$ cat config.mk
export PLATFORM = sky130hd
export DESIGN_NAME = ppci_cordic_cell
export DESIGN_NICKNAME = d
export VERILOG_FILES = /design/src/rtl/ppci_pkg.sv /design/src/rtl/ppci_cordic_cell.sv
export SDC_FILE = /design/constraint.sdc
export NUM_CORES = 1
export LEC_CHECK = 0
export CORE_AREA = 8 8 239 241
export CTS_CLUSTER_SIZE = 16
export DETAILED_ROUTE_END_ITERATION = 8
export DIE_AREA = 0 0 247 249
export DONT_BUFFER_PORTS = 1
export HOLD_SLACK_MARGIN = 0.02
export PLACE_DENSITY = 0.54
export SYNTH_ARGS = -nofsm -noshare
export SYNTH_HDL_FRONTEND = slang
export SYNTH_SLANG_ARGS = --single-unit
$ cat constraint.sdc
create_clock -name clk -period 20.2 [get_ports clk]
set_input_delay 1.01 -clock clk [delete_from_list [all_inputs] [get_ports clk]]
set_output_delay 1.01 -clock clk [all_outputs]
set_load 0.02 [all_outputs]
$ cat src/rtl/ppci_pkg.sv
// ----------------------------------------------------------------------------
// ppci_pkg
// types, constants and the arctangent table of the pose compose/invert pipe
// ----------------------------------------------------------------------------
package ppci_pkg;

  localparam int CORDIC_STEPS = 24;
  localparam int ATAN_ENTRIES = 30;
  localparam int N_CELLS      = (CORDIC_STEPS > ATAN_ENTRIES) ? ATAN_ENTRIES : CORDIC_STEPS;
  localparam int CW           = 34;
  localparam int SHW          = 5;
  localparam int TRIG_FRAC    = 30;
  localparam int PW           = CW + 32;
  localparam int SW           = PW + 1;
  localparam int RW           = SW - TRIG_FRAC;
  localparam int FW           = RW + 1;

  localparam logic signed [CW-1:0] CORDIC_GAIN = 34'sd652032874;
  localparam logic signed [SW-1:0] ROUND_HALF  = SW'(64'sd1 <<< (TRIG_FRAC - 1));
  localparam logic signed [FW-1:0] POS_MAX     = FW'(64'sd2147483647);
  localparam logic signed [FW-1:0] POS_MIN     = FW'(-64'sd2147483648);

  typedef enum logic {
    OP_COMPOSE = 1'b0,
    OP_INVERT  = 1'b1
  } op_t;

  typedef struct packed {
    logic signed [CW-1:0] x;
    logic signed [CW-1:0] y;
    logic signed [CW-1:0] z;
  } rot_t;

  typedef struct packed {
    op_t                op;
    logic               flip;
    logic signed [31:0] gx;
    logic signed [31:0] gy;
    logic signed [31:0] a;
    logic signed [31:0] b;
    logic [31:0]        r_right;
    logic [31:0]        r_left;
  } carry_t;

  function automatic logic signed [CW-1:0] atan_lut(input logic [SHW-1:0] idx);
    logic signed [CW-1:0] v;
    unique case (idx)
      5'd0:    v = 34'sh020000000;
      5'd1:    v = 34'sh012E4051E;
      5'd2:    v = 34'sh009FB385B;
      5'd3:    v = 34'sh0051111D4;
      5'd4:    v = 34'sh0028B0D43;
      5'd5:    v = 34'sh00145D7E1;
      5'd6:    v = 34'sh000A2F61E;
      5'd7:    v = 34'sh000517C55;
      5'd8:    v = 34'sh00028BE53;
      5'd9:    v = 34'sh000145F2F;
      5'd10:   v = 34'sh0000A2F98;
      5'd11:   v = 34'sh0000517CC;
      5'd12:   v = 34'sh000028BE6;
      5'd13:   v = 34'sh0000145F3;
      5'd14:   v = 34'sh000000A2FA;
      5'd15:   v = 34'sh00000517D;
      5'd16:   v = 34'sh0000028BE;
      5'd17:   v = 34'sh00000145F;
      5'd18:   v = 34'sh000000A30;
      5'd19:   v = 34'sh000000518;
      5'd20:   v = 34'sh00000028C;
      5'd21:   v = 34'sh000000146;
      5'd22:   v = 34'sh0000000A3;
      5'd23:   v = 34'sh000000051;
      5'd24:   v = 34'sh000000029;
      5'd25:   v = 34'sh000000014;
      5'd26:   v = 34'sh00000000A;
      5'd27:   v = 34'sh000000005;
      5'd28:   v = 34'sh000000003;
      5'd29:   v = 34'sh000000001;
      default: v = '0;
    endcase
    return v;
  endfunction

endpackage

$ cat src/rtl/ppci_cordic_cell.sv
// ----------------------------------------------------------------------------
// ppci_cordic_cell
// one rotation-mode cordic iteration with its own handshake register
// ----------------------------------------------------------------------------
module ppci_cordic_cell (
  input  logic                          clk,
  input  logic                          rst_n,
  input  logic [ppci_pkg::SHW-1:0]      shift_i,
  input  logic signed [ppci_pkg::CW-1:0] atan_i,
  input  logic                          in_valid,
  output logic                          in_ready,
  input  ppci_pkg::rot_t                in_rot,
  input  ppci_pkg::carry_t              in_carry,
  output logic                          out_valid,
  input  logic                          out_ready,
  output ppci_pkg::rot_t                out_rot,
  output ppci_pkg::carry_t              out_carry
);
  import ppci_pkg::*;

  logic                 valid_r;
  rot_t                 rot_r;
  rot_t                 rot_nxt;
  carry_t               carry_r;
  logic                 adv;
  logic signed [CW-1:0] x;
  logic signed [CW-1:0] y;
  logic signed [CW-1:0] z;
  logic signed [CW-1:0] dx;
  logic signed [CW-1:0] dy;

  always_comb begin
    x  = in_rot.x;
    y  = in_rot.y;
    z  = in_rot.z;
    dx = y >>> shift_i;
    dy = x >>> shift_i;
    if (z[CW-1]) begin
      rot_nxt.x = x + dx;
      rot_nxt.y = y - dy;
      rot_nxt.z = z + atan_i;
    end else begin
      rot_nxt.x = x - dx;
      rot_nxt.y = y + dy;
      rot_nxt.z = z - atan_i;
    end
  end

  assign adv       = !valid_r || out_ready;
  assign in_ready  = adv;
  assign out_valid = valid_r;
  assign out_rot   = rot_r;
  assign out_carry = carry_r;

  always_ff @(posedge clk) begin
    if (!rst_n) begin
      valid_r <= 1'b0;
    end else if (adv) begin
      valid_r <= in_valid;
    end
  end

  always_ff @(posedge clk) begin
    if (adv && in_valid) begin
      rot_r   <= rot_nxt;
      carry_r <= in_carry;
    end
  end

endmodule

## Word level (Yosys, flattened, before mapping)

Index checks and enable logic that the tools add are counted.

- Bits in registers: 297
- Input bits: 339
- Output and inout bits: 298
- Word-level logic and storage cells: 24

- Add/sub/neg operators: 6
- Shift-type cells: 2
- Muxes and demuxes: 1
- Reductions and logical operators: 3

Operators by type and width:

| operator | number |
|---|---|
| 34-bit adder | 3 |
| 102-bit two-way mux | 1 |
| 34-bit subtractor | 3 |
| 34-bit by 5-bit >>> shifter with 34-bit output | 2 |
| 1-bit logical AND | 1 |
| 1-bit zero test | 1 |
| 1-bit logical OR | 1 |

## Depth between registers and ports, before layout

- Depth in word-level cells: 3
- Depth in mapped cells: 26

## Worst setup path after synthesis

OpenSTA, ideal clock, no wires.

- Path kind: input-to-reg
- From: input out_ready
- To: register carry_r (netlist bit out_carry[0]), enable pin
- Library setup time: 0.694 ns
- Arrival time: 8.013 ns
- Required time: 19.506 ns
- Path slack: 11.492 ns
- Stages on the path: 2
- Buffers on the path: 0
- Path through: nand2b_1 -> and2_1

- Word-level cells in the longest chain between the ends: 2

Ends and longest elaborated chain:

| element | line | text |
|---|---|---|
| start: declaration | ppci_cordic_cell.sv:15 | `input logic out_ready,` |
| 1-bit logical OR | ppci_cordic_cell.sv:49 | `assign adv = !valid_r \|\| out_ready;` |
| 1-bit logical AND | ppci_cordic_cell.sv:64 | `if (adv && in_valid) begin` |
| end signal: assignment | ppci_cordic_cell.sv:66 | `carry_r <= in_carry;` |
| end: declaration | ppci_cordic_cell.sv:24 | `carry_t carry_r;` |

Every way passes these cells.
A chain may end at the register's enable or synchronous reset.

==> reports/qor.yml <==
setup_path:
  cp.required_ns: 20.48
  critPathMaxStageDelay_ns: 0.79
  crit_arrival_ns: 7.40
  cp_max_fo: 82
  crit_path_end_kind: "flop"
  slowest_stage: "a2111oi_0"
  cp-start-kind: "input pin"
  crit_chain: "clkinv_1 -> mux2i_1 -> o21ai_0 -> nor2_1 -> ha_1 -> inv_1 -> nor4_4 -> and3_1 -> mux2i_1 -> nand2_1 -> ha_1 -> a211o_1 -> a211oi_1 -> o211ai_1 -> a2111oi_0 -> o311ai_0 -> a21oi_1 -> o21a_1 -> o21ai_0 -> xnor2_1"
  crit_type: "in2reg"
route:
  routed_via_density: 6.48
  wl_mm: 89.1
  route.detailed.drc: 0
  dr.pass1.iters: 5
  num_vias: 16400
  wl_per_cell_microns: 35.3
  ant_nets: 0
  first_iter_violations: 1585
place:
  placed_cells: 2457
  place_congestion: 0.974
  post-dp-hpwl_mm: 71.7
  port_buffers: 0
pwr:
  combPwrFrac: 0.269
  switching_power_mw: 0.745
  ir_drop_mv: 0.0469
  p_seq_frac: 0.442
  power_leakage_nw: 8.17
  power_report.internal_total_mw: 1.35
  p_clk_frac: 0.288
  cellPowerDensity_nw_per_um2: 93.1
  power_switching_share: 0.355
synthesis:
  synthCells: 1833
  ys_seq_area_frac: 0.426
  synth.distinct_cells: 93
  postSynthAreaPerCell_sq_um: 11.4
  synth_area_leaders: "edfxtp_1 42%, mux4_2 8.9%, ha_1 6.1%, xnor2_1 4.1%, a21oi_1 3.6%"
  synth-seq-cells: 297
  yosys.area.top_type_share: 0.425
  synth_edf_count: 296
  synth_flop_cell: "edfxtp_1"
  yosysWarnings: 0
  syn_nets: 2277
  async_reset_ff_frac: 0
  yosys.area.top_type: "edfxtp_1"
  syn_area_sq_um: 20900
timing:
  hold_violations: 0
  tns_ns: 0
  fmax_ghz: 0.140
  finalCritPeriodShare: 0.353
  drv_slew: 0
  worst_pin_slew_ns: 1.05
  maxSlewHeadroom: 0.292
  fin_crit_ns: 7.13
  rsz0062_at_grt: "false"
  clock_skew_ns: 0.0131
  finalSetupViolCount: 0
clocking:
  cts_tree: "done"
  clk_path_buf_depth: 3
  clock_tree.root_cell: "clkbuf_16"
  htree_levels: 2
  postCtsHoldBufs: 0
  cts_made_buffers: 35
  clock_sinks: 297
  cts_resized: 0
  postCtsSetupBuffers: 0
  insertion_delay_ns: 0.54
  path_clk_slew_ns: 0.07
grt:
  antenna_found_initial: 16
  grt.total_usage: 0.274
  grt_pass1_vias: 15400
  grt_max_degree: 114
  grt_pass1_wl_mm: 123
  overflow: 0
final_layout:
  multi_input_area_sq_um: 11400
  final_nets: 2243
  drive_above_1_share: 0.123
  final_core_util: 0.423
  instances_no_fill: 2526
  fillers: 4937
  syn2layout_area_growth_pct: 7.72
  seqCellArea_sq_um: 8910
floorplanning:
  die_h_microns: 249
  core_sq_um: 53300
  io_pins: 637
  initial_core_util: 0.393
  die-area_sq_um: 61500
  num_rows: 85
  die_x_microns: 247
status:
  outcome: "completed"
hold_path:
  min_path_type: "in2reg"
run:
  drv_cap: 0
==> per-stage QoR <==
step | setup slack [ns] | hold WS, ns | instance area [sq um] | total power, mW
CTS | 13.18 | 0.527 | 22500 | 2.11
global route | 12.90 | 0.533 | 22500 | 2.19
global placement | 12.70 | 0.928 | 21400 | 1.50
floorplan | 11.49 | 0.750 | 20900 | 1.34
finish | 13.07 | 0.558 | 22600 | 2.10
detailed placement | 12.66 | 0.965 | 21400 | 1.50
==> path summary, 6_finish.rpt <==
path                       from              to  slack [ns]  depth (start not counted)
setup / recovery     shift_i[0]     out_rot[67]       13.07                         20
setup reg to reg      out_valid   out_carry[84]       16.89                          4
hold / removal    in_carry[150]  out_carry[150]        0.56                          0
hold reg to reg       out_valid       out_valid        0.97                          2
==> cell type report <==
cell class | count | share of cell area
antenna | 5 | 0.000555
clock buffer | 38 | 0.0393
clock inverter | 25 | 0.00910
inverter | 46 | 0.00766
multi-input combinational | 1406 | 0.505
sequential | 297 | 0.395
tap | 696 | 0.0386
timing repair buffer | 13 | 0.00422
==> power by group through the flow <==
stage	registers (mW)	logic, mW	clock network [mW]
after global routing	0.932	0.615	0.643
after floorplan	0.913	0.432	0
after CTS	0.933	0.559	0.620
after global placement	0.945	0.555	0
final	0.929	0.565	0.606
after detailed placement	0.942	0.554	0
==> state kept, by name, summed over array words and instances, names as in the netlist <==
signal and count:
out_carry 194, out_rot 102, out_valid 1
==> synthesized netlist by cell type, drive strengths merged (6+ instances only) <==
library cell  count
nor2b            11
nand3            27
nand4            15
a21oi           155
o21bai           14
buf              48
clkbuf           36
o22ai            16
and2             22
o211ai           15
a211oi           22
nand2           114
edfxtp          296
xor2             81
a22o              6
xnor2            99
or2               8
ha              102
a2111oi           7
mux4             89
nand2b           21
nor4             11
o21a             20
a41oi             9
a22oi             6
and3             18
inv              45
nor2            136
o31ai            12
a31oi            16
mux2i            51
or3               8
a221oi            9
a21o             45
mux2             28
o21ai            78
nor3             38
a31o              6
==> cell families (layout without fill, tap and decap cells) <==
| group | count (synthesis) | in the layout | synth area share |
|---|---|---|---|
| AOI/OAI and AO/OA | 493 | 493 | 0.156 |
| xor gates and xnor gates | 180 | 180 | 0.0753 |
| adders and majority gates | 105 | 105 | 0.0638 |
| buffers and inverters | 130 | 122 | 0.0308 |
| DFF | 297 | 297 | 0.426 |
| muxes | 168 | 168 | 0.137 |
| other | 0 | 5 | 0 |
| and+or+nand+nor | 460 | 460 | 0.112 |
==> worst max-delay path: cells and delay by family <==
family,cells,cell delay [ns]
compound gates,9,2.75
xor+xnor,1,0.14
fa+ha+maj,2,0.68
buf+inv,2,0.70
mux,2,0.91
simple gates,4,1.16
==> metal layers <==
metal | track usage | vias to the layer above | part of all wire
li1 | - | 7085 | -
met1 | 0.335 | 8313 | 0.39
met2 | 0.476 | 830 | 0.50
met3 | 0.0733 | 114 | 0.085
met4 | 0.0655 | 18 | 0.025
met5 | 0 | - | 0.0013
==> layout by cell type, fill, tap and decap left out, drive strengths merged, types with 20 or more instances in the layout <==
cell / count
clkbuf: 39
ha: 102
nand2b: 21
a21oi: 155
a211oi: 22
nor2: 136
nand3: 27
o21a: 20
and2: 22
mux2i: 51
xnor2: 99
nand2: 114
nor3: 38
mux2: 28
edfxtp: 296
xor2: 81
o21ai: 78
mux4: 89
a21o: 45
inv: 49
Note: power is estimated with default switching activity, not from simulation.
