[config.mk]
export PLATFORM = sky130hd
export DESIGN_NAME = ppci_sat_stage
export DESIGN_NICKNAME = d
export VERILOG_FILES = /design/src/rtl/ppci_pkg.sv /design/src/rtl/ppci_sat_stage.sv
export SDC_FILE = /design/constraint.sdc
export NUM_CORES = 1
export LEC_CHECK = 0
export BUFFER_PORTS_ARGS = -buffer_cell sky130_fd_sc_hd__buf_2
export CAP_MARGIN = 20
export CORE_AREA = 2 2 154 156
export CTS_CLUSTER_DIAMETER = 40
export DETAILED_ROUTE_END_ITERATION = 10
export DIE_AREA = 0 0 156 158
export PLACE_DENSITY_LB_ADDON = 0.08
export SYNTH_ARGS = -nofsm -noshare
export SYNTH_HDL_FRONTEND = slang
export SYNTH_SLANG_ARGS = --single-unit
[constraint.sdc]
create_clock -name clk -period 4.9 [get_ports clk]
set_input_delay 0 -clock clk [delete_from_list [all_inputs] [get_ports clk]]
set_output_delay 0 -clock clk [all_outputs]
set_load 0.01 [all_outputs]
[src/rtl/ppci_pkg.sv]
// ----------------------------------------------------------------------------
// ppci_pkg
// types, constants and the arctangent table of the pose compose/invert pipe
// ----------------------------------------------------------------------------
package ppci_pkg;

  localparam int CORDIC_STEPS = 24;
  localparam int ATAN_ENTRIES = 30;
  localparam int N_CELLS      = (CORDIC_STEPS > ATAN_ENTRIES) ? ATAN_ENTRIES : CORDIC_STEPS;
  localparam int CW           = 34;
  localparam int SHW          = 5;
  localparam int TRIG_FRAC    = 30;
  localparam int PW           = CW + 32;
  localparam int SW           = PW + 1;
  localparam int RW           = SW - TRIG_FRAC;
  localparam int FW           = RW + 1;

  localparam logic signed [CW-1:0] CORDIC_GAIN = 34'sd652032874;
  localparam logic signed [SW-1:0] ROUND_HALF  = SW'(64'sd1 <<< (TRIG_FRAC - 1));
  localparam logic signed [FW-1:0] POS_MAX     = FW'(64'sd2147483647);
  localparam logic signed [FW-1:0] POS_MIN     = FW'(-64'sd2147483648);

  typedef enum logic {
    OP_COMPOSE = 1'b0,
    OP_INVERT  = 1'b1
  } op_t;

  typedef struct packed {
    logic signed [CW-1:0] x;
    logic signed [CW-1:0] y;
    logic signed [CW-1:0] z;
  } rot_t;

  typedef struct packed {
    op_t                op;
    logic               flip;
    logic signed [31:0] gx;
    logic signed [31:0] gy;
    logic signed [31:0] a;
    logic signed [31:0] b;
    logic [31:0]        r_right;
    logic [31:0]        r_left;
  } carry_t;

  function automatic logic signed [CW-1:0] atan_lut(input logic [SHW-1:0] idx);
    logic signed [CW-1:0] v;
    unique case (idx)
      5'd0:    v = 34'sh020000000;
      5'd1:    v = 34'sh012E4051E;
      5'd2:    v = 34'sh009FB385B;
      5'd3:    v = 34'sh0051111D4;
      5'd4:    v = 34'sh0028B0D43;
      5'd5:    v = 34'sh00145D7E1;
      5'd6:    v = 34'sh000A2F61E;
      5'd7:    v = 34'sh000517C55;
      5'd8:    v = 34'sh00028BE53;
      5'd9:    v = 34'sh000145F2F;
      5'd10:   v = 34'sh0000A2F98;
      5'd11:   v = 34'sh0000517CC;
      5'd12:   v = 34'sh000028BE6;
      5'd13:   v = 34'sh0000145F3;
      5'd14:   v = 34'sh000000A2FA;
      5'd15:   v = 34'sh00000517D;
      5'd16:   v = 34'sh0000028BE;
      5'd17:   v = 34'sh00000145F;
      5'd18:   v = 34'sh000000A30;
      5'd19:   v = 34'sh000000518;
      5'd20:   v = 34'sh00000028C;
      5'd21:   v = 34'sh000000146;
      5'd22:   v = 34'sh0000000A3;
      5'd23:   v = 34'sh000000051;
      5'd24:   v = 34'sh000000029;
      5'd25:   v = 34'sh000000014;
      5'd26:   v = 34'sh00000000A;
      5'd27:   v = 34'sh000000005;
      5'd28:   v = 34'sh000000003;
      5'd29:   v = 34'sh000000001;
      default: v = '0;
    endcase
    return v;
  endfunction

endpackage

[src/rtl/ppci_sat_stage.sv]
// ----------------------------------------------------------------------------
// ppci_sat_stage
// final offset or negation, saturation and the result register
// ----------------------------------------------------------------------------
module ppci_sat_stage (
  input  logic                          clk,
  input  logic                          rst_n,
  input  logic                          in_valid,
  output logic                          in_ready,
  input  logic signed [ppci_pkg::RW-1:0] in_rot_x,
  input  logic signed [ppci_pkg::RW-1:0] in_rot_y,
  input  ppci_pkg::carry_t              in_carry,
  output logic                          out_valid,
  input  logic                          out_ready,
  output logic signed [31:0]            out_rx,
  output logic signed [31:0]            out_ry,
  output logic [31:0]                   out_r_right,
  output logic [31:0]                   out_r_left,
  output logic                          out_saturated
);
  import ppci_pkg::*;

  logic                 valid_r;
  logic signed [31:0]   rx_r;
  logic signed [31:0]   ry_r;
  logic [31:0]          r_right_r;
  logic [31:0]          r_left_r;
  logic                 sat_r;
  logic signed [FW-1:0] px;
  logic signed [FW-1:0] py;
  logic signed [31:0]   rx_nxt;
  logic signed [31:0]   ry_nxt;
  logic                 sat_x;
  logic                 sat_y;
  logic                 adv;

  always_comb begin
    unique case (in_carry.op)
      OP_COMPOSE: begin
        px = FW'(in_carry.gx) + FW'(in_rot_x);
        py = FW'(in_carry.gy) + FW'(in_rot_y);
      end
      OP_INVERT: begin
        px = -FW'(in_rot_x);
        py = -FW'(in_rot_y);
      end
      default: begin
        px = FW'(in_carry.gx) + FW'(in_rot_x);
        py = FW'(in_carry.gy) + FW'(in_rot_y);
      end
    endcase
    sat_x = 1'b1;
    sat_y = 1'b1;
    priority if (px > POS_MAX) begin
      rx_nxt = 32'(POS_MAX);
    end else if (px < POS_MIN) begin
      rx_nxt = 32'(POS_MIN);
    end else begin
      rx_nxt = px[31:0];
      sat_x  = 1'b0;
    end
    priority if (py > POS_MAX) begin
      ry_nxt = 32'(POS_MAX);
    end else if (py < POS_MIN) begin
      ry_nxt = 32'(POS_MIN);
    end else begin
      ry_nxt = py[31:0];
      sat_y  = 1'b0;
    end
  end

  assign adv           = !valid_r || out_ready;
  assign in_ready      = adv;
  assign out_valid     = valid_r;
  assign out_rx        = rx_r;
  assign out_ry        = ry_r;
  assign out_r_right   = r_right_r;
  assign out_r_left    = r_left_r;
  assign out_saturated = sat_r;

  always_ff @(posedge clk) begin
    if (!rst_n) begin
      valid_r <= 1'b0;
    end else if (adv) begin
      valid_r <= in_valid;
    end
  end

  always_ff @(posedge clk) begin
    if (adv && in_valid) begin
      rx_r      <= rx_nxt;
      ry_r      <= ry_nxt;
      r_right_r <= in_carry.r_right;
      r_left_r  <= in_carry.r_left;
      sat_r     <= sat_x || sat_y;
    end
  end

endmodule

* Yosys cells after proc, flatten, opt, wreduce, memory -nomap -nowiden
Cells that the tools add are included.
** Storage, ports and cells
- ROM bits :: 0
- Memories kept :: 0
- Flip-flop bits (word level) :: 130
- RAM bits :: 0
- Bits in latches :: 0
- Word-level logic and storage cells :: 27
- Output and inout port bits :: 131
** Cells by class
- Multiply operators :: 0
- Equal/unequal tests :: 0
- Bitwise gates (word level) :: 1
- Reduce and logical (&&, ||, !) cells :: 4
- Shift-type cells :: 0
- Add/subtract/negate cells :: 4
- Divide/modulo/power cells :: 0
- $lt $le $gt $ge :: 4
- Muxes and demuxes :: 8
** Operator list (count)
- $pmux W38 S2 :: 2
- $add A32 B37 Y38 :: 2
- $gt A38 B32 Y1 const B :: 2
- $lt A38 B32 Y1 const B :: 2
- $neg A37 Y38 :: 2
- $mux W32 :: 2
- $mux W1 :: 4
- $logic_or A1 B1 Y1 :: 2
- $logic_and A1 B1 Y1 :: 1
- $logic_not A1 Y1 :: 1
- $not A1 Y1 :: 1

* Logic depth before layout (Yosys ltp)
- Word-level depth :: 6
- Mapped depth :: 13

* Worst setup path before layout
Ideal clock, no wire load.
- Kind :: reg-to-reg
- Start point :: register valid_r, in the netlist out_valid
- End point :: register r_left_r[0], in the netlist out_r_left[0] (enable)
- Setup time :: 0.504 ns
- Stages on the path, launching flop included :: 3
- Path buffers :: 0
- Clock period less this slack :: 3.988 ns
- Data arrival time :: 3.484 ns
- Path slack :: 0.912 ns
- Path through :: dfxtp_1 -> nand2b_1 -> and2_1
** On the way
- Longest elaborated chain between the ends :: 3
** Ends and longest elaborated chain
- from (decl) :: line ppci_sat_stage.sv:23 : logic valid_r;
- from (signal assigned) :: line ppci_sat_stage.sv:85 : valid_r <= in_valid;
- $logic_not A1 Y1 :: line ppci_sat_stage.sv:72 : assign adv = !valid_r || out_ready;
- $logic_or A1 B1 Y1 :: line ppci_sat_stage.sv:72
- named net in_ready :: line ppci_sat_stage.sv:9 : output logic in_ready,
- $logic_and A1 B1 Y1 :: line ppci_sat_stage.sv:90 : if (adv && in_valid) begin
- to (signal assigned) :: line ppci_sat_stage.sv:94 : r_left_r <= in_carry.r_left;
- to (decl) :: line ppci_sat_stage.sv:27 : logic [31:0] r_left_r;
The timed path passes the listed nets, and every way through them passes these cells.
A chain may end at the register's enable or synchronous reset.

* Worst setup path in the final report
- Start point :: input in_rot_x[0] (netlist bit)
- End point :: register rx_r[21], in the netlist out_rx[21], data pin
** On the way
- Longest elaborated chain between the ends :: 4
** Ends and longest elaborated chain
- from (decl) :: line ppci_sat_stage.sv:10 : input logic signed [ppci_pkg::RW-1:0] in_rot_x,
- $neg A37 Y38 or $add A32 B37 Y38 (tied branches)
- $pmux W38 S2 (*) :: line ppci_sat_stage.sv:38 : unique case (in_carry.op)
- $lt A38 B32 Y1 :: line ppci_sat_stage.sv:56 : end else if (px < POS_MIN) begin
- $mux W32 :: line ppci_sat_stage.sv:56
- to (signal assigned) :: line ppci_sat_stage.sv:91 : rx_r <= rx_nxt;
- to (decl) :: line ppci_sat_stage.sv:24 : logic signed [31:0] rx_r;
Mark *: on every way between the ends. The rest lies on a longest branch, timed or not.

==> impl_results.md <==
- Static Leak: 5.94 nW
- Pre-Repair DR Iteration Count: 6
- Critical Path RT: between 5 and 6 ns
- I/O pin cnt: about 400
- Remaining Overflow, GRT: 0
- DRT antenna net count: 0
- Placer Congestion: slightly above 0.9
- R2R depth: 3
- Die Ht: 158 um
- Initial Utilization: 0.474
- Synth warn: 0
- Vias per inst: between 5 and 6
- # nets final: 1,970
- Hold path start: in_rot_y[0]
- Cell variety after synth: 76
- Mapped Cells: roughly 1,200
- CTS root buf: clkbuf_16
- Max Used Layer: met5
- Post-Syn Area: about 11,000 um2
- R2R Setup Slk: around 3.1 ns
- Asr flop ratio synth: 0
- Synthesis-to-layout area growth: 29.4%
- Fmax achieved: 255 MHz
- Worst setup endpoint: out_rx[21]
- CP Max Fanout: 30
- I/O Buffers: around 340
- Clock Power Share: 0.336
- Share of layout cells above drive strength 1: 0.257
- Die area: 24,600 um2
- CP Data Arrival Time: about 4 ns
- Residual DRC: 0
- Final Critical Period: ~4 ns
- Hold Crit Class: in -> reg
- Worst R2R Start: out_valid
- Fin crit share: 0.802
- Metal3 WL: about 2.3 mm
- Insertion delay of the later-clocked pin in the worst-skew pair: ~0.43 ns
- H-tree levels: 4
- Syn_nets: roughly 1,600
- Number of setup buffers added after CTS: 0
- Vias in the first global route: 10,200
- DRT met1 WL: around 16 mm
- Startpoint Class: input pin
- All-layer global routing usage: 0.286
- EDFF count, synth: between 100 and 150
- Crit. Startpoint: in_rot_x[0]
- Drt first-iter violations: 767
- Commonest non-fill, non-tap cell in the layout: buf_2
- Clock tree buffer depth: 2
- Power Internal: 2.50 mW
- First-pass GRT wire length: between 50 and 60 mm
- Setup crit end kind: flip-flop
- Count of final setup violators: 0
- Setup repair after global routing missed its margin: false
- PwrDens: around 270 nW/um2
- Fin Clk Skew: around 0.0085 ns
- Max VDD drop: between 150 and 200 uV
- Fin util: 0.614
- Via Count: 10,916
- Clock transition at the registers of the reported paths: roughly 0.07 ns
- Sw power: between 1 and 1.5 mW
- Avg Cell Area, Syn: about 8.9 um2
- Worst rel slew slack: 0.389
- Most frequent cells in the layout: 336 x buf_2, 133 x nand2_1, 129 x edfxtp_1, 122 x o21ai_0, 110 x a21oi_1
- Critical R2R Capture: out_r_left[14]
- Core ar.: approximately 23,000 um2
- DR WL met2: about 17 mm
- Setup CP Type: in -> reg
- Total length of routed wires: 36.3 mm
- Die W: between 150 and 200 um
- Final hold violation count: 0
- Post-synthesis sequential area ratio: 0.356
- DP Wirelength: around 28 mm
- Combinational cell fraction of total power: 0.309
- Sink Count: 130
- Post-route total power: 3.84 mW
- Worst-margin pin slew: roughly 0.92 ns
- Register bit total from synthesis: 130
- Final Max Tran Viols: 0
- Initial antenna violation count: 3
- Sw frac: 0.348
- Max_cap viols: 0
- Routed WL per cell: 18.9 um
- Sum Neg Setup Slack: 0 ns
- Ys flop type: edfxtp_1
- CTS buffer count: 17
- Row cnt: 56
- Largest net degree at the start of global routing: 93
- Status: complete, no violations
- Sequential share of power: 0.355
- CTS tree: built
-- worst min-delay path by stage --
stage / endpoint / slack [ns] / cells past startpoint
finish: out_ry[0] / 0.04 / 3
global route: out_rx[0] / 0.07 / 4
CTS: out_ry[0] / 0.02 / 3
detailed placement: out_r_left[19] / 0.18 / 1
global placement: out_r_right[20] / 0.18 / 1
floorplan: out_r_left[0] / 0.1 / 0
-- registers in the layout (all words and copies together) (netlist names) --
name	flops
out_ry	32
out_r_left	32
out_valid	1
out_saturated	1
out_rx	32
out_r_right	32
-- metal layers --
metal / track usage / vias to the layer above
met5: 0 / -
li1: - / 5409
met1: 0.378 / 5074
met4: 0.0939 / 4
met3: 0.0411 / 49
met2: 0.485 / 380
-- metrics by stage --
step                      worst slack (ns)  hold WS [ns]  cell area, um2  instances
final                                0.972        0.0363           14100       1925
after global routing                 0.730        0.0750           14100       1924
after CTS                            0.995        0.0152           14100       1923
after detailed placement              1.01         0.179           12900       1824
after global placement                1.07         0.177           12900       1824
after floorplan                      0.912        0.0989           10900       1230
-- cell type report --
type | instances | area, um2
Sequential cell | 130 | 3890
Inverter | 24 | 90.1
Antenna cell | 2 | 5.00
Fill cell | 2015 | 8910
Tap cell | 290 | 363
Clock inverter | 15 | 161
Timing Repair Buffer | 415 | 2440
Multi-Input combinational cell | 1032 | 6760
Clock buffer | 17 | 425
-- worst max-delay path: stages --
cell and delay, ns:
dlygate4sd3_1 0.53, buf_2 0.15, ha_1 0.23, fa_1 0.42, a21oi_1 0.20, nand4b_1 0.19, a211oi_1 0.14, o311a_1 0.41
o2111ai_1 0.33, and3_1 0.21, a211oi_1 0.07, or3_1 0.48, o21bai_2 0.12, buf_4 0.41, o21ai_0 0.16
-- synthesized netlist by cell type (5+ instances only) --
master / instances / share of area
edfxtp_1: 129 / 0.35
o31ai_1: 6 / 0.0041
xor2_1: 67 / 0.054
nand4_1: 14 / 0.0080
o21a_1: 14 / 0.0096
and2_1: 8 / 0.0046
o21ai_2: 19 / 0.015
a21boi_0: 7 / 0.0048
nand2b_1: 11 / 0.0063
a21oi_1: 110 / 0.050
and3_1: 13 / 0.0074
nand3_1: 23 / 0.011
or3_1: 18 / 0.010
xnor2_1: 54 / 0.043
buf_2: 6 / 0.0027
nor3_1: 41 / 0.019
ha_1: 76 / 0.087
inv_1: 23 / 0.0079
mux2i_1: 10 / 0.0092
a211oi_1: 11 / 0.0076
a31oi_1: 14 / 0.0080
o21bai_1: 9 / 0.0062
nor3b_1: 5 / 0.0034
clkbuf_1: 33 / 0.011
nor4_1: 16 / 0.0092
nor2_1: 98 / 0.034
nor2b_1: 7 / 0.0040
a21o_1: 32 / 0.022
nand2_1: 133 / 0.046
o211ai_1: 11 / 0.0076
or4_1: 9 / 0.0062
o21ai_0: 122 / 0.056
-- kinds of logic after synthesis --
| group | synth area share |
|---|---|
| AO/OA/AOI/OAI | 0.231 |
| adder cells (fa/ha/maj) | 0.0906 |
| XOR/XNOR | 0.0969 |
| buffers and inverters | 0.0261 |
| AND/OR/NAND/NOR | 0.187 |
| flip-flops | 0.356 |
| multiplexers | 0.0122 |
-- power groups by stage --
stage / Sequential [mW] / Combinational [mW] / Clock, mW
4_1_cts: 1.36 / 1.18 / 1.31
6_report: 1.36 / 1.19 / 1.29
2_1_floorplan: 1.44 / 0.683 / 0
3_3_place_gp: 1.38 / 1.12 / 0
3_5_place_dp: 1.38 / 1.13 / 0
5_1_grt: 1.37 / 1.31 / 1.35
-- timing repair --
action	in CTS	in global routing
hold buffers	67	0
hold endpoints to repair	66	0
gates resized for setup	0	0
Note: power is estimated with default switching activity, not from simulation.
