**config.mk**
```make
export PLATFORM = sky130hd
export DESIGN_NAME = ppci_round_stage
export DESIGN_NICKNAME = d
export VERILOG_FILES = /design/src/rtl/ppci_pkg.sv /design/src/rtl/ppci_round_stage.sv
export SDC_FILE = /design/constraint.sdc
export NUM_CORES = 1
export LEC_CHECK = 0
export ABC_AREA = 0
export BUFFER_PORTS_ARGS = -buffer_cell sky130_fd_sc_hd__buf_2
export CAP_MARGIN = 20
export CORE_AREA = 2 2 284 286
export CTS_CLUSTER_SIZE = 40
export DETAILED_ROUTE_END_ITERATION = 12
export DIE_AREA = 0 0 286 288
export PLACE_DENSITY = 0.47
export SYNTH_ARGS = -nofsm -noshare
export SYNTH_HDL_FRONTEND = slang
export SYNTH_SLANG_ARGS = --single-unit
```
**constraint.sdc**
```tcl
create_clock -name clk -period 23.7 [get_ports clk]
set_clock_uncertainty 0.05 [all_clocks]
set_input_delay 7.11 -clock clk [delete_from_list [all_inputs] [get_ports clk]]
set_output_delay 7.11 -clock clk [all_outputs]
set_load 0.005 [all_outputs]
```
**src/rtl/ppci_pkg.sv**
```systemverilog
// ----------------------------------------------------------------------------
// ppci_pkg
// types, constants and the arctangent table of the pose compose/invert pipe
// ----------------------------------------------------------------------------
package ppci_pkg;

  localparam int CORDIC_STEPS = 24;
  localparam int ATAN_ENTRIES = 30;
  localparam int N_CELLS      = (CORDIC_STEPS > ATAN_ENTRIES) ? ATAN_ENTRIES : CORDIC_STEPS;
  localparam int CW           = 34;
  localparam int SHW          = 5;
  localparam int TRIG_FRAC    = 30;
  localparam int PW           = CW + 32;
  localparam int SW           = PW + 1;
  localparam int RW           = SW - TRIG_FRAC;
  localparam int FW           = RW + 1;

  localparam logic signed [CW-1:0] CORDIC_GAIN = 34'sd652032874;
  localparam logic signed [SW-1:0] ROUND_HALF  = SW'(64'sd1 <<< (TRIG_FRAC - 1));
  localparam logic signed [FW-1:0] POS_MAX     = FW'(64'sd2147483647);
  localparam logic signed [FW-1:0] POS_MIN     = FW'(-64'sd2147483648);

  typedef enum logic {
    OP_COMPOSE = 1'b0,
    OP_INVERT  = 1'b1
  } op_t;

  typedef struct packed {
    logic signed [CW-1:0] x;
    logic signed [CW-1:0] y;
    logic signed [CW-1:0] z;
  } rot_t;

  typedef struct packed {
    op_t                op;
    logic               flip;
    logic signed [31:0] gx;
    logic signed [31:0] gy;
    logic signed [31:0] a;
    logic signed [31:0] b;
    logic [31:0]        r_right;
    logic [31:0]        r_left;
  } carry_t;

  function automatic logic signed [CW-1:0] atan_lut(input logic [SHW-1:0] idx);
    logic signed [CW-1:0] v;
    unique case (idx)
      5'd0:    v = 34'sh020000000;
      5'd1:    v = 34'sh012E4051E;
      5'd2:    v = 34'sh009FB385B;
      5'd3:    v = 34'sh0051111D4;
      5'd4:    v = 34'sh0028B0D43;
      5'd5:    v = 34'sh00145D7E1;
      5'd6:    v = 34'sh000A2F61E;
      5'd7:    v = 34'sh000517C55;
      5'd8:    v = 34'sh00028BE53;
      5'd9:    v = 34'sh000145F2F;
      5'd10:   v = 34'sh0000A2F98;
      5'd11:   v = 34'sh0000517CC;
      5'd12:   v = 34'sh000028BE6;
      5'd13:   v = 34'sh0000145F3;
      5'd14:   v = 34'sh000000A2FA;
      5'd15:   v = 34'sh00000517D;
      5'd16:   v = 34'sh0000028BE;
      5'd17:   v = 34'sh00000145F;
      5'd18:   v = 34'sh000000A30;
      5'd19:   v = 34'sh000000518;
      5'd20:   v = 34'sh00000028C;
      5'd21:   v = 34'sh000000146;
      5'd22:   v = 34'sh0000000A3;
      5'd23:   v = 34'sh000000051;
      5'd24:   v = 34'sh000000029;
      5'd25:   v = 34'sh000000014;
      5'd26:   v = 34'sh00000000A;
      5'd27:   v = 34'sh000000005;
      5'd28:   v = 34'sh000000003;
      5'd29:   v = 34'sh000000001;
      default: v = '0;
    endcase
    return v;
  endfunction

endpackage

```
**src/rtl/ppci_round_stage.sv**
```systemverilog
// ----------------------------------------------------------------------------
// ppci_round_stage
// sums of products and round-half-up back to the position format
// ----------------------------------------------------------------------------
module ppci_round_stage (
  input  logic                          clk,
  input  logic                          rst_n,
  input  logic                          in_valid,
  output logic                          in_ready,
  input  logic signed [ppci_pkg::PW-1:0] in_pca,
  input  logic signed [ppci_pkg::PW-1:0] in_psb,
  input  logic signed [ppci_pkg::PW-1:0] in_psa,
  input  logic signed [ppci_pkg::PW-1:0] in_pcb,
  input  ppci_pkg::carry_t              in_carry,
  output logic                          out_valid,
  input  logic                          out_ready,
  output logic signed [ppci_pkg::RW-1:0] out_rot_x,
  output logic signed [ppci_pkg::RW-1:0] out_rot_y,
  output ppci_pkg::carry_t              out_carry
);
  import ppci_pkg::*;

  logic                 valid_r;
  logic signed [RW-1:0] rot_x_r;
  logic signed [RW-1:0] rot_y_r;
  carry_t               carry_r;
  logic signed [SW-1:0] pca;
  logic signed [SW-1:0] psb;
  logic signed [SW-1:0] psa;
  logic signed [SW-1:0] pcb;
  logic signed [SW-1:0] sum_x;
  logic signed [SW-1:0] sum_y;
  logic signed [SW-1:0] rnd_x;
  logic signed [SW-1:0] rnd_y;
  logic                 adv;

  always_comb begin
    pca = SW'(in_pca);
    psb = SW'(in_psb);
    psa = SW'(in_psa);
    pcb = SW'(in_pcb);
    unique case (in_carry.op)
      OP_COMPOSE: begin
        sum_x = pca - psb;
        sum_y = psa + pcb;
      end
      OP_INVERT: begin
        sum_x = pca + psb;
        sum_y = pcb - psa;
      end
      default: begin
        sum_x = pca - psb;
        sum_y = psa + pcb;
      end
    endcase
    rnd_x = sum_x + ROUND_HALF;
    rnd_y = sum_y + ROUND_HALF;
  end

  assign adv       = !valid_r || out_ready;
  assign in_ready  = adv;
  assign out_valid = valid_r;
  assign out_rot_x = rot_x_r;
  assign out_rot_y = rot_y_r;
  assign out_carry = carry_r;

  always_ff @(posedge clk) begin
    if (!rst_n) begin
      valid_r <= 1'b0;
    end else if (adv) begin
      valid_r <= in_valid;
    end
  end

  always_ff @(posedge clk) begin
    if (adv && in_valid) begin
      rot_x_r <= rnd_x[SW-1:TRIG_FRAC];
      rot_y_r <= rnd_y[SW-1:TRIG_FRAC];
      carry_r <= in_carry;
    end
  end

endmodule

```
== Word-level counts from Yosys, hierarchy flattened ==
Index checks and enable logic that the tools add are counted.
Storage, ports and cells
  memories kept: 0
  input port bits: 462
  latch bits: 0
  word-level logic and storage cells: 23
  memory bits (writable): 0
  memory bits (read-only): 0
  output and inout port bits: 270
  register bits: 269
Operators by class
  shifts and indexed selects: 0
  equal/unequal tests: 0
  mux-type cells: 2
  $mul: 0
  magnitude comparators: 0
  bitwise gates (word level): 1
  add/subtract/negate cells: 6
  reduce and logical (&&, ||, !) cells: 3
  div/mod/pow operators: 0
Operator list (count)
  one-hot mux 67 bit (2 select lines): 2
  adder 66 x 66 -> 67 bit: 2
  adder 67 x 31 -> 67 bit, second input constant: 2
  subtractor 66 x 66 -> 67 bit: 2
  logical AND 1 bit: 1
  zero test 1 bit: 1
  logical OR 1 bit: 1
  NOT 1 bit: 1

== Depth between registers and ports, before layout ==
Gate-level depths: netlist of run 1.
  word-level depth: 3
  gate-level depth with buffers: 25

== Least setup slack after synthesis of run 1 ==
OpenSTA, ideal clock, no wires.
  path kind: input-to-output
  start point: in out_ready
  end point: out in_ready
  arrival: 7259 ps
  buffers on the path: 0
  stages on the path: 1
  path slack: 9281 ps
  cell sequence: nand2b_1
On the way
  longest elaborated chain between the ends: 1
Ends and longest elaborated chain
  from (decl): line ppci_round_stage.sv:16  | input logic out_ready,
  logical OR 1 bit: line ppci_round_stage.sv:60  | assign adv = !valid_r || out_ready;
  to (decl): line ppci_round_stage.sv:9  | output logic in_ready,
No other way between the ends.

== Worst setup path after layout of run 1 ==
Same ends and word-level chain as after synthesis.

==> results of run 1 <==
-- layout make-up --
type / count / share of cell area
multi-input cells: 1859 / 0.4654
flip-flops and latches: 269 / 0.3036
repair buffers: 738 / 0.1397
well taps: 1060 / 0.04991
clock buffers: 30 / 0.02585
inverters: 61 / 0.008616
clock inverters: 20 / 0.005932
diodes: 10 / 0.0009417
-- through the flow --
stage | util | std cells
detailed placement | 0.3228 | 3987
CTS | 0.3334 | 4037
global route | 0.3335 | 4042
floorplan | - | 2261
finish | 0.3337 | 4047
global placement | 0.3228 | 3987
-- synthesized netlist by cell type, drive strengths merged (7+ instances only) --
master	count	share of area
a21boi	14	0.0052
ha	134	0.080
and3	30	0.0089
and2	25	0.0075
nor2	227	0.041
a22oi	8	0.0031
a21oi	237	0.057
o21ai	109	0.026
nand3	61	0.015
mux2i	11	0.0053
xor2	96	0.040
a21o	48	0.017
o21a	19	0.0068
nand2b	15	0.0045
nor3	76	0.020
o211ai	28	0.010
inv	61	0.011
or2	7	0.0021
o41ai	7	0.0033
nor3b	10	0.0038
a31oi	22	0.0069
xnor2	145	0.061
or3	22	0.0066
a211oi	24	0.0094
and4	11	0.0046
nor4	31	0.013
nand2	199	0.036
nand4	73	0.024
o31ai	12	0.0043
or4	9	0.0032
buf	23	0.0059
edfxtp	268	0.38
o21bai	14	0.0050
clkbuf	49	0.0088
a41oi	8	0.0037
nor2b	14	0.0042
-- cells in the final DEF (no fill, tap or decap), drive strengths merged, types with 8 or more instances in the layout --
cell type / netlist / routed
a211oi: 24 / 24
a21boi: 14 / 14
a21o: 48 / 48
a21oi: 237 / 237
a22oi: 8 / 8
a31oi: 22 / 22
a41oi: 8 / 8
and2: 25 / 25
and3: 30 / 30
and4: 11 / 11
buf: 23 / 738
clkbuf: 49 / 30
clkinv: 0 / 13
diode: 0 / 10
edfxtp: 268 / 268
ha: 134 / 134
inv: 61 / 64
mux2i: 11 / 11
nand2: 199 / 199
nand2b: 15 / 15
nand3: 61 / 61
nand4: 73 / 73
nor2: 227 / 227
nor2b: 14 / 14
nor3: 76 / 76
nor3b: 10 / 10
nor4: 31 / 31
o211ai: 28 / 28
o21a: 19 / 19
o21ai: 109 / 109
o21bai: 14 / 14
o31ai: 12 / 12
or3: 22 / 22
or4: 9 / 9
xnor2: 145 / 145
xor2: 96 / 96
-- per-layer routing --
metal,vias to the layer above,global-route usage,part of all wire,routed length (um)
li1,9957,-,-,-
met1,9831,0.2951,0.44,42120
met2,793,0.3521,0.45,43250
met3,137,0.06228,0.089,8493
met4,78,0.02474,0.011,1056
met5,-,0,0.0052,498
-- worst paths after layout --
kind | startpoint | end | slack (ps) | cells past startpoint
max | out_ready | in_ready | 9060 | 3
min | out_valid | out_valid | 520 | 2
max reg2reg | out_valid | out_rot_y[6] | 19470 | 5
min reg2reg | out_valid | out_valid | 520 | 2
-- flip-flops by register name (all words and copies together), names as in the netlist --
| signal | count |
|---|---|
| out_carry | 194 |
| out_rot_x | 37 |
| out_rot_y | 37 |
| out_valid | 1 |
-- cell families after synthesis --
family | count (synthesis)
AND/OR/NAND/NOR | 835
flip-flops | 269
multiplexers | 16
XOR/XNOR | 241
buffers and inverters | 133
AO/OA/AOI/OAI | 633
adder cells (fa/ha/maj) | 134
-- critical path: stages --
cell and delay, ps:
buf_2 90, nand2b_1 150, buf_2 130
-- power groups by stage --
stage                     Combinational (W)  Clock (W)  Sequential [W]
after floorplan                    0.000389          0        0.000621
after global placement             0.000632          0        0.000609
after detailed placement           0.000629          0        0.000610
after CTS                          0.000632   0.000434        0.000600
after global routing               0.000693   0.000446        0.000603
final                              0.000635   0.000422        0.000599
==> impl_metrics.csv, run 1 <==
group,metric,value,unit
sta,rsz0062_at_grt,"false",
sta,fin_tns_setup,0,ps
floorplan,start_util,0.2633,
pwr,p_seq_frac,0.362,
sta,max_freq,68.29,MHz
sta,finalSetupViolCount,0,
critical_path,end_kind,"output pin",
synth,synth_fp_nets,2857,
critical_path,crit_arrival,7480,ps
critical_path,crit_required,16540,ps
global_routing,first_global_vias,19404,
synth,yosys.area_share.simple,0.2064,
synth,ys_seq_area_frac,0.3847,
synth,synth_top_family_by_area,"simple AND/OR/NAND/NOR gates",
synth,synth_edf_count,268,
floorplan,die_x,286,um
placement,hpwlAfterDp,81.95,mm
route,wl_per_cell,23.58,um
synth,synth_xor_xnor_area_share,0.1007,
clock_tree,cts_tree,"built",
sta,min_period,14640,ps
global_routing,grt_pass1_wl,134.0,mm
synth,async_reset_ff_frac,0,
clock_tree,numCtsBuffers,27,
route,drc,0,
synth,netlist_area,20970,um2
clock_tree,clock_latency,560,ps
clock_tree,post_cts_buffers,0,
critical_path,critPathKind,"input port to output pin",
global_routing,track_usage,0.2174,
global_routing,antenna_found_initial,52,
pwr,irDropWorstVdd,0.02872,mV
global_routing,grt_max_degree,76,
floorplan,core-area,79640,um2
hold_path,hp-class,"register to register",
clock_tree,cts_hold_buffers,0,
pwr,combPwrFrac,0.383,
clock_tree,cts.sinks,269,
sta,holdWs,523.8,ps
route,drt-pass1-iter-count,5,
clock_tree,htreeDepth,1,
synth,ys_types,107,
flow_run,maxCapViolCount,0,
final_layout,seqCellArea,8068,um2
pwr,p_sw_frac,0.3609,
clock_tree,path_clk_slew,70,ps
clock_tree,cts_resized,0,
route,drt-total-wl,95.42,mm
floorplan,ios,732,
pwr,p_total,0.001657,W
placement,place_area,25700,um2
critical_path,startpoint_type,"input port",
sta,hold_viol,0,
route,vias,20796,
placement,gp_congestion,0.9320,
synth,synthFlopType,"edfxtp_1",
sta,drv_slew,0,
synth,yosys_warnings,0,
final_layout,multi_input_area,12370,um2
run_status,status,"finished clean",
placement,io_buffer_count,731,
route,avgViaCountPerCell,5.139,
final_layout,area_growth_syn_to_layout,26.72,%
critical_path,cp_max_fo,3,
final_layout,drive_gt1_frac,0.2815,
synth,syn_inst,2261,
floorplan,die_h,288,um
synth,synth_compound_area_frac,0.1945,
synth,synthAdderAreaFrac,0.07995,
route,ant_nets,0,
synth,synth.area.mux_share,0.008114,
clock_tree,clockBufferDepth,3,
clock_tree,cts_root_buf,"clkbuf_16",
pwr,clockPowerShare,0.255,
floorplan,die-area,82370,um2
pwr,p_int,0.001059,W
route,dr.first_iter.drc_count,1662,
pwr,switchingPower,0.0005980,W
pwr,leakage,10.77,nW
global_routing,gr-total-overflow,0,
synth,synth.avg_cell_area,9.275,um2
final_layout,final_nets,3552,
final_layout,fillers,8491,
sta,tightest_slew,1176,ps
final_layout,stdcell_area,26570,um2
sta,worst_slack,9056,ps
placement,dp_slack,9056,ps
sta,period_share,0.6179,
sta,relSlewSlack,0.2089,
floorplan,rows,104,
pwr,p_per_area,62.35,nW/um2
synth,ys_ff_latch,269,
(Power assumes the default switching activity.)
==> run 2, diff against run 1 <==
Settings changed: PLACE_DENSITY 0.47 to 0.48.
Clock period 23.7 ns to 13.45 ns, I/O delays scaled along.
==> run 2 against run 1 <==
Net effect: cell count barely moved; critical path type is now input port to register; sequential cell count is the same; highest routed layer unchanged; core utilization increased by 0.16 points; combinational power grew 78%; cell area up 0.47%.
==> impl_metrics.csv, run 2 (synthesized netlist as in run 1, its figures left out) <==
group,metric,value,unit
run_status,status,"finished clean",
floorplan,core-area,79640,um2
route,drt-total-wl,97.37,mm
sta,hold_viol,0,
clock_tree,cts.sinks,269,
sta,worst_slack,2374,ps
global_routing,grt_pass1_wl,135.9,mm
critical_path,end_kind,"register",
critical_path,critPathKind,"input port to register",
route,drt-pass1-iter-count,6,
hold_path,hp-class,"register to register",
clock_tree,cts_hold_buffers,0,
flow_run,maxCapViolCount,0,
sta,tightest_slew,1100,ps
global_routing,antenna_found_initial,43,
clock_tree,clock_latency,550,ps
route,ant_nets,0,
sta,holdWs,523.8,ps
clock_tree,post_cts_buffers,0,
route,avgViaCountPerCell,5.201,
sta,relSlewSlack,0.2478,
placement,dp_slack,1836,ps
final_layout,final_common_cell,"buf_2",
pwr,p_per_area,113.0,nW/um2
critical_path,crit_required,13700,ps
sta,rsz0062_at_grt,"false",
critical_path,cp_max_fo,7,
placement,io_buffer_count,731,
route,wl_per_cell,24.05,um
sta,fin_tns_setup,0,ps
global_routing,grt_max_degree,128,
route,vias,21055,
floorplan,start_util,0.2633,
pwr,p_total,0.003016,W
final_layout,multi_input_area,12370,um2
route,dr.first_iter.drc_count,1798,
sta,min_period,11080,ps
final_layout,fillers,8495,
critical_path,crit_arrival,11320,ps
sta,period_share,0.8235,
placement,hpwlAfterDp,83.22,mm
clock_tree,cts_tree,"built",
final_layout,fin_util,0.3353,
pwr,irDropWorstVdd,0.07037,mV
final_layout,area_growth_syn_to_layout,27.31,%
global_routing,track_usage,0.2214,
floorplan,rows,104,
sta,drv_slew,0,
clock_tree,htreeDepth,1,
pwr,leakage,10.84,nW
clock_tree,cts_root_buf,"clkbuf_16",
clock_tree,numCtsBuffers,28,
clock_tree,clockBufferDepth,3,
critical_path,reg2reg_setup_slack,10140,ps
floorplan,die-area,82370,um2
floorplan,ios,732,
sta,max_freq,90.28,MHz
floorplan,die_h,288,um
route,drc,0,
final_layout,layout_common_cells,"buf_2, edfxtp_1, a21oi_1",
floorplan,die_x,286,um
final_layout,seqCellArea,8068,um2
critical_path,startpoint_type,"input port",
placement,gp_congestion,0.9545,
clock_tree,cts_resized,0,
final_layout,largest_reg_flops,194,
global_routing,first_global_vias,19187,
final_layout,final_nets,3553,
sta,finalSetupViolCount,0,
clock_tree,path_clk_slew,60,ps
final_layout,drive_gt1_frac,0.2817,
global_routing,gr-total-overflow,0,
-- run 2: changes by cell type in the layout (fill, tap and decap cells not counted), moves of 2 or more --
cell and change:
buf_4 -2, clkinv_2 -2, clkinvlp_4 -2, clkinv_4 +2
inv_6 -2, clkbuf_16 +2, bufinv_16 +3
-- run 2: worst max-delay path, cell delays in order --
cell and delay, ps:
buf_2 150, nor3_1 280, nand4b_1 230, nor3_1 660, and3_1 430, inv_1 90
nor3_1 510, nand2_1 270, nor2_1 480, nand2_1 190, o41ai_1 340, xnor2_1 200
ha_1 360, a21o_1 220, a21o_1 170, a21oi_1 170, nand2b_1 200, or4b_1 520
a221oi_1 330, xnor2_1 240, nand2_1 110, nor4b_2 470, nand3_1 170, mux2_4 340
xor2_1 150
-- run 2: worst paths after layout --
kind / startpoint / end / cells past startpoint
worst max-delay path: in_psb[2] / out_rot_x[33] / 25
worst min-delay path: out_valid / out_valid / 2
worst max register to register: out_valid / out_rot_y[1] / 4
worst min register to register: out_valid / out_valid / 2
-- run 2: final cells by class --
class | count | share of cell area
Tap cell | 1060 | 0.04967
Multi-Input combinational cell | 1859 | 0.4632
Timing Repair Buffer | 738 | 0.1395
Clock inverter | 19 | 0.008342
Inverter | 61 | 0.008576
Clock buffer | 32 | 0.02760
Sequential cell | 269 | 0.3022
Antenna cell | 10 | 0.0009372
-- run 2: metal layers --
| layer | GRT usage | vias up | part of all wire |
|---|---|---|---|
| met2 | 0.3516 | 897 | 0.45 |
| met3 | 0.05008 | 121 | 0.081 |
| met1 | 0.3110 | 10009 | 0.45 |
| met5 | 0 | - | 0.0033 |
| li1 | - | 9974 | - |
| met4 | 0.03416 | 54 | 0.016 |
-- run 2: per-stage QoR --
step                std cells  cell area (um2)
floorplan                2261            20970
global placement         3986            25710
detailed placement       3987            25710
CTS                      4038            26670
global route             4044            26690
finish                   4048            26700
-- run 2: where the power goes --
group	internal, W	switching (W)	total [W]
logic	0.000426	0.000707	0.00113
clock network	0.000488	0.000338	0.000826
registers	0.00103	0.0000237	0.00106
